<file path="src/rtl/sem_pkg.sv">
// Shared types, constants and helpers for the Sobel edge magnitude block.
// Used by sem_root, sobel_edge_magnitude and the testbench; depends on nothing.
`timescale 1ns / 1ps

package sem_pkg;

    // Line store depth; must be a power of two so the column maps onto an address.
    localparam int MAX_LINE   = 4096;
    localparam int HEIGHT_MAX = 4096;

    localparam int PIX_W   = 8;
    localparam int CFG_W   = 13;
    localparam int COORD_W = 12;
    localparam int COL_W   = $clog2(MAX_LINE);
    localparam int EW      = COL_W + 1;
    localparam int ROW_W   = $clog2(HEIGHT_MAX);
    localparam int EH      = ROW_W + 1;

    localparam int GRAD_W     = 11;
    localparam int SUM_W      = 2 * GRAD_W;
    localparam int ROOT_V_W   = 16;
    localparam int ROOT_STEPS = 8;
    localparam int STEP_W     = $clog2(ROOT_STEPS);

    localparam logic [PIX_W-1:0] SAT_LEVEL = 8'd255;
    localparam int               SAT_SQ    = (int'(SAT_LEVEL) + 1) * (int'(SAT_LEVEL) + 1);

    localparam int CFG_IDX_W = 2;
    localparam logic [CFG_IDX_W-1:0] REG_FRAME_WIDTH  = 2'd0;
    localparam logic [CFG_IDX_W-1:0] REG_FRAME_HEIGHT = 2'd1;

    localparam logic [CFG_W-1:0] WIDTH_RESET  = 13'd640;
    localparam logic [CFG_W-1:0] HEIGHT_RESET = 13'd480;

    typedef enum logic [2:0] {
        ST_IDLE,
        ST_READ,
        ST_ROOT,
        ST_HOLD
    } t_state;

    typedef enum logic [1:0] {
        RT_IDLE,
        RT_SQUARE,
        RT_STEP,
        RT_DONE
    } t_root_state;

    typedef struct packed {
        logic                     start;
        logic signed [GRAD_W-1:0] gx;
        logic signed [GRAD_W-1:0] gy;
    } t_root_req;

    typedef struct packed {
        logic             busy;
        logic             done;
        logic [PIX_W-1:0] root;
    } t_root_stat;

    function automatic logic [EW-1:0] eff_width(input logic [CFG_W-1:0] w);
        logic [EW-1:0] res;
        if (w < CFG_W'(3)) begin
            res = EW'(3);
        end else if (int'(w) > MAX_LINE) begin
            res = EW'(MAX_LINE);
        end else begin
            res = EW'(w);
        end
        return res;
    endfunction

    function automatic logic [EH-1:0] eff_height(input logic [CFG_W-1:0] h);
        logic [EH-1:0] res;
        if (h < CFG_W'(3)) begin
            res = EH'(3);
        end else if (int'(h) > HEIGHT_MAX) begin
            res = EH'(HEIGHT_MAX);
        end else begin
            res = EH'(h);
        end
        return res;
    endfunction

endpackage

</file>
<file path="src/rtl/sem_root.sv">
// Gradient magnitude unit: squares and sums the two gradients, then takes the
// integer square root one root bit per step, saturated. Depends on sem_pkg.
`timescale 1ns / 1ps

module sem_root (
    input  logic                i_clk,
    input  logic                i_rst_n,
    input  sem_pkg::t_root_req  i_req,
    output sem_pkg::t_root_stat o_stat
);
    import sem_pkg::*;

    t_root_state r_state, n_state;

    logic signed [GRAD_W-1:0] r_gx, r_gy;
    logic [ROOT_V_W-1:0]      r_v, r_res;
    logic [STEP_W-1:0]        r_step;
    logic                     r_sat;

    logic signed [SUM_W-1:0] w_sq_x, w_sq_y;
    logic [SUM_W-1:0]        w_sum;
    logic                    w_sum_sat;
    logic [ROOT_V_W-1:0]     w_bit, w_trial;
    logic                    w_take;

    assign w_sq_x    = r_gx * r_gx;
    assign w_sq_y    = r_gy * r_gy;
    assign w_sum     = unsigned'(w_sq_x) + unsigned'(w_sq_y);
    assign w_sum_sat = (w_sum >= SUM_W'(SAT_SQ));

    assign w_bit   = ROOT_V_W'(1) << {r_step, 1'b0};
    assign w_trial = r_res + w_bit;
    assign w_take  = (r_v >= w_trial);

    always_comb begin
        n_state = r_state;
        case (r_state)
            RT_IDLE:   if (i_req.start) n_state = RT_SQUARE;
            RT_SQUARE: n_state = w_sum_sat ? RT_DONE : RT_STEP;
            RT_STEP:   if (r_step == '0) n_state = RT_DONE;
            RT_DONE:   n_state = RT_IDLE;
            default:   n_state = RT_IDLE;
        endcase
    end

    always_comb begin
        o_stat.busy = (r_state != RT_IDLE);
        o_stat.done = (r_state == RT_DONE);
        o_stat.root = r_sat ? SAT_LEVEL : r_res[PIX_W-1:0];
    end

    always_ff @(posedge i_clk) begin
        if (!i_rst_n) begin
            r_state <= RT_IDLE;
        end else begin
            r_state <= n_state;
        end
    end

    always_ff @(posedge i_clk) begin
        case (r_state)
            RT_IDLE: begin
                if (i_req.start) begin
                    r_gx <= i_req.gx;
                    r_gy <= i_req.gy;
                end
            end
            RT_SQUARE: begin
                r_sat  <= w_sum_sat;
                r_v    <= w_sum[ROOT_V_W-1:0];
                r_res  <= '0;
                r_step <= STEP_W'(ROOT_STEPS - 1);
            end
            RT_STEP: begin
                // subtract the trial value when it fits, shift the partial root
                if (w_take) begin
                    r_v   <= r_v - w_trial;
                    r_res <= (r_res >> 1) + w_bit;
                end else begin
                    r_res <= r_res >> 1;
                end
                r_step <= r_step - STEP_W'(1);
            end
            default: begin
            end
        endcase
    end

endmodule

</file>
<file path="config.mk">
export PLATFORM = sky130hd
export DESIGN_NAME = sem_root
export DESIGN_NICKNAME = d
export VERILOG_FILES = /design/src/rtl/sem_pkg.sv /design/src/rtl/sem_root.sv
export SDC_FILE = /design/constraint.sdc
export NUM_CORES = 1
export LEC_CHECK = 0
export ABC_CLOCK_PERIOD_IN_PS = 8900
export BUFFER_PORTS_ARGS = -buffer_cell sky130_fd_sc_hd__buf_2
export CAP_MARGIN = 20
export CORE_ASPECT_RATIO = 1.75
export CORE_MARGIN = 2
export CORE_UTILIZATION = 40
export CTS_CLUSTER_SIZE = 28
export DETAILED_ROUTE_END_ITERATION = 6
export GPL_ROUTABILITY_DRIVEN = 1
export PLACE_DENSITY_LB_ADDON = 0.15
export SLEW_MARGIN = 20
export SYNTH_ARGS = -nofsm -noshare
export SYNTH_HDL_FRONTEND = slang
export SYNTH_SLANG_ARGS = --single-unit
</file>
<file path="constraint.sdc">
create_clock -name i_clk -period 8.9 [get_ports i_clk]
set_clock_uncertainty 0.1 [all_clocks]
set_input_delay 0 -clock i_clk [delete_from_list [all_inputs] [get_ports i_clk]]
set_output_delay 0 -clock i_clk [all_outputs]
set_load 0.05 [all_outputs]
</file>
# After elaboration in Yosys (flattened, before gate mapping)

Index checks and enable logic that the tools add are counted.

Register bits: 60
Input bits: 25
Output and inout bits: 10
Logic and storage cells: 40

Add/sub/neg operators: 5
Multipliers: 2
Magnitude comparators: 2
Equality and inequality tests: 6
Shift operators: 1
Multiplexer cells: 10
Reduce and logical (&&, ||, !) cells: 7

Operators with widths:

| cell                 | count |
|---|---|
| $pmux 16 s2          | 2 |
| $mul 11x11->22       | 2 |
| $mux 16              | 2 |
| $add 22x22->22       | 1 |
| $ge 22x17->1 const B | 1 |
| $add 15x16->16       | 1 |
| $add 16x16->16       | 1 |
| $ge 16x16->1         | 1 |
| $shl 1x4->16 const A | 1 |
| $sub 16x16->16       | 1 |
| $mux 8               | 1 |
| $pmux 2 s4           | 1 |
| $ne 2x2->1 const B   | 3 |
| $pmux 3 s2           | 1 |
| $reduce_and 2->1     | 3 |
| $eq 2x2->1 const B   | 2 |
| $mux 2               | 2 |
| $reduce_bool 2->1    | 2 |
| $logic_not 3->1      | 1 |
| $sub 3x1->3 const B  | 1 |
| $eq 2x1->1 const B   | 1 |
| $logic_not 2->1      | 1 |
| $mux 1               | 1 |

# Logic depth before layout (Yosys ltp)

Depth after elaboration: 5
Mapped depth: 25
Gate-level depth less buffers: 23

# Worst setup path after synthesis

Ideal clock, no wire load.

Path type: flip-flop to flip-flop
Start point: register r_gy[10]
End point: register r_sat, data pin
Library setup time: 0.266 ns
Data arrival time: 6.145 ns
Data required time: 8.534 ns
Slack: 2.389 ns
Cell stages (with the launch flop): 22
Buffers on the path: 2
Period minus slack after synthesis: 6.511 ns
Cell sequence: edfxtp_1 -> clkbuf_1 -> nand2_1 -> inv_1 -> fa_1 -> inv_1 -> fa_1 -> inv_1 -> fa_1 -> fa_1 -> fa_1 -> fa_1 -> fa_1 -> ha_1 -> clkbuf_1 -> a21o_1 -> and3_1 -> a221o_1 -> a221oi_2 -> o21ai_1 -> xnor2_1 -> nand3_1

Longest elaborated chain between the ends: 3

RTL lines:

| item                   | RTL line       | text |
|---|---|---|
| from (decl)            | sem_root.sv:15 | `logic signed [GRAD_W-1:0] r_gx, r_gy;` |
| from (signal assigned) | sem_root.sv:65 | `r_gy <= i_req.gy;` |
| $mul 11x11->22         | sem_root.sv:27 | `assign w_sq_y = r_gy * r_gy;` |
| $add 22x22->22         | sem_root.sv:28 | `assign w_sum = unsigned'(w_sq_x) + unsigned'(w_sq_y);` |
| $ge 22x17->1           | sem_root.sv:29 | `assign w_sum_sat = (w_sum >= SUM_W'(SAT_SQ));` |
| named net w_sum_sat    | sem_root.sv:22 | `logic w_sum_sat;` |
| to (signal assigned)   | sem_root.sv:69 | `r_sat <= w_sum_sat;` |
| to (decl)              | sem_root.sv:18 | `logic r_sat;` |

The timed path passes the listed nets, and every way through them passes these cells.
A chain may end at the register's enable or synchronous reset.

# Worst setup path in the final report

Same ends and word-level chain as after synthesis.

==> results.py <==
metrics = {
    "floorplanning": {
        "die_h_um": 241,
        "fp.coreArea_mm2": 0.0320,
        "rows": 87,
        "initial_utilization_pct": 40.3,
        "pin_count": 35,
        "die_w_um": 140,
        "dieArea_mm2": 0.0337,
    },
    "logic_synthesis": {
        "yosys-top-cells-area": "fa_1, edfxtp_1, ha_1, inv_1, nand2_1",
        "synth_area_per_cell_um2": 9.69,
        "synth_top_cells_by_count": "inv_1, fa_1, ha_1",
        "yosysWarnings": 0,
        "synth_seq_cells": 60,
        "synth.distinct_cells": 61,
        "async_flop_share_pct": 0,
        "synth.net_count": 1721,
        "yosysSeqAreaShare_pct": 13.8,
        "yosysTopAreaCell": "fa_1",
        "synth_enable_flop_cells": 58,
        "synth_top_area_share_pct": 37.6,
        "netlist_instances": 1330,
        "synth.most_common_cell": "inv_1",
        "syn-cell-area_mm2": 0.0129,
        "ys.flop_type": "edfxtp_1",
    },
    "critical_path": {
        "critPathKind": "reg -> reg",
        "cpPeakStageDelay_ps": 820,
        "cp_max_fo": 21,
        "path_buf_inv": 3,
        "crit_family": "adder cells",
        "crit_path_end_kind": "flop",
        "cp_slowest_cell": "edfxtp_1",
        "required_ps": 8900,
        "path_cells": "nand2_1 -> inv_1 -> fa_1 -> fa_1 -> fa_1 -> fa_1 -> fa_1 -> fa_1 -> inv_1 -> fa_1 -> inv_1 -> ha_1 -> a21o_1 -> a21oi_1 -> o21ai_0 -> a221oi_2 -> o21ai_1 -> xnor2_1 -> nand3_1",
        "cp.arrival_ps": 7200,
        "cpMostUsedCell": "fa_1",
        "start_kind": "flop",
    },
    "timing": {
        "worstMarginPinSlew_ps": 883,
        "slew_headroom_pct": 41.1,
        "finalHoldViolCount": 0,
        "max_freq_mhz": 139,
        "tns_ps": 0,
        "setup_viol": 0,
        "grt_setup_unrepaired": "false",
        "slew_violations": 0,
        "period_needed_ps": 7200,
        "post-route-period-util_pct": 81.0,
    },
    "global_route": {
        "grt_overflow_total": 0,
        "grt_pass1_vias": 10100,
        "antenna_found_initial": 0,
        "track_usage_pct": 20.2,
        "grt_max_degree": 55,
        "grt_pass1_wl_um": 51900,
    },
    "cts": {
        "cts_buffers": 9,
        "cts_root_buf": "clkbuf_16",
        "path_clk_slew_ps": 70,
        "htreeDepth": 3,
        "clk_path_buf_depth": 2,
        "cts.sinks": 60,
        "cts_tree": "done",
        "insertion_delay_ps": 370,
    },
    "routing": {
        "first_iter_violations": 279,
        "drt-vias-per-instance": 5.05,
        "dr.pass1.iters": 6,
        "drtAntennaViolNets": 0,
        "drc": 0,
        "vias": 8900,
        "wl_per_cell_um": 17.9,
        "routed_wl_um": 31600,
    },
    "cells_and_area": {
        "drive_gt1_share_pct": 5.35,
        "fin_cells": 1764,
        "final_nets": 1751,
        "area_growth_pct": 7.98,
        "n_antenna_cell": 0,
    },
    "place": {
        "gp_congestion": 0.824,
        "dp.cells": 1726,
        "hpwl_um": 27200,
        "port-buffer-count": 34,
    },
    "worst_hold_path": {
        "hold_class": "in -> reg",
    },
    "status": {
        "status": "finished, final reports clean",
    },
    "job": {
        "drv_cap": 0,
    },
}
==> per-stage QoR <==
stage / utilization (%) / hold slack, ps / cell area [um^2] / worst slack [ps]
2_1_floorplan: - / -1.13 / 12900 / 2390
3_3_place_gp: 41.9 / 76.2 / 13400 / 1840
3_5_place_dp: 41.9 / 78.1 / 13400 / 1700
4_1_cts: 43.5 / 21.3 / 13900 / 1670
5_1_grt: 43.5 / 42.3 / 13900 / 1240
6_report: 43.5 / 22.5 / 13900 / 1700
==> state kept, by name (all words and copies together), names as in the netlist <==
| signal | cells |
|---|---|
| r_v | 16 |
| r_step | 3 |
| r_state | 2 |
| r_gy | 11 |
| r_sat | 1 |
| r_res | 16 |
| r_gx | 11 |
==> worst register-to-register path, cell delays in order (launching register included) <==
cell,delay (ps)
edfxtp_1,820
nand2_1,360
inv_1,370
fa_1,490
fa_1,480
fa_1,520
fa_1,590
fa_1,440
fa_1,500
inv_1,50
fa_1,480
inv_1,40
ha_1,350
a21o_1,210
a21oi_1,210
o21ai_0,160
a221oi_2,350
o21ai_1,130
xnor2_1,190
nand3_1,90
==> cells in the final DEF (no fill, tap or decap), types with 23 or more instances in the layout <==
cell type	n
nor2b_1	31
o21ai_0	28
nand2_1	118
xnor2_1	42
inv_1	306
edfxtp_1	58
ha_1	123
a21oi_1	29
buf_2	34
and2_1	56
dlygate4sd3_1	23
fa_1	242
nor2_1	38
==> final timing paths <==
kind,startpoint,endpoint,slack (ps),depth (start not counted)
hold reg to reg,r_state[0],r_state[0],510,4
setup / recovery,r_gy[10],r_sat,1700,19
setup reg to reg,r_gy[10],r_sat,1700,19
hold / removal,i_req[22],r_state[1],20,4
==> what timing repair did <==
action	CTS	global route
hold endpoints to repair	24	0
setup buffers	0	0
gates resized for setup	0	0
hold buffers	23	0
==> per-layer routing <==
| metal | vias to the layer above | global-route usage, % | share of wire, % |
|---|---|---|---|
| met5 | - | 0 | 0 |
| met4 | 0 | 9.73 | 4.9 |
| met3 | 75 | 2.15 | 1.8 |
| met2 | 140 | 42.5 | 60 |
| met1 | 4442 | 18.9 | 33 |
| li1 | 4243 | - | - |
==> area by class of cell <==
class                           instances  area, um^2
Clock buffer                           12         236
Clock inverter                          3        38.8
Fill cell                            3245       18100
Inverter                              306        1150
Multi-Input combinational cell        922        9780
Sequential cell                        60        1780
Tap cell                              400         500
Timing Repair Buffer                   61         430
==> cell families (layout without fill, tap and decap cells) <==
| family | after synthesis | after routing | synth area share (%) |
|---|---|---|---|
| adder cells (fa/ha/maj) | 366 | 366 | 49.6 |
| XOR/XNOR | 57 | 57 | 3.87 |
| AO/OA/AOI/OAI | 159 | 159 | 8.56 |
| flip-flops | 60 | 60 | 13.8 |
| buffers and inverters | 348 | 382 | 10.3 |
| AND/OR/NAND/NOR | 325 | 325 | 12.6 |
| multiplexers | 15 | 15 | 1.18 |
Power is left out: the tool's default activity adds up to more than one toggle a clock period on the data nets, which glitch-free logic cannot reach.
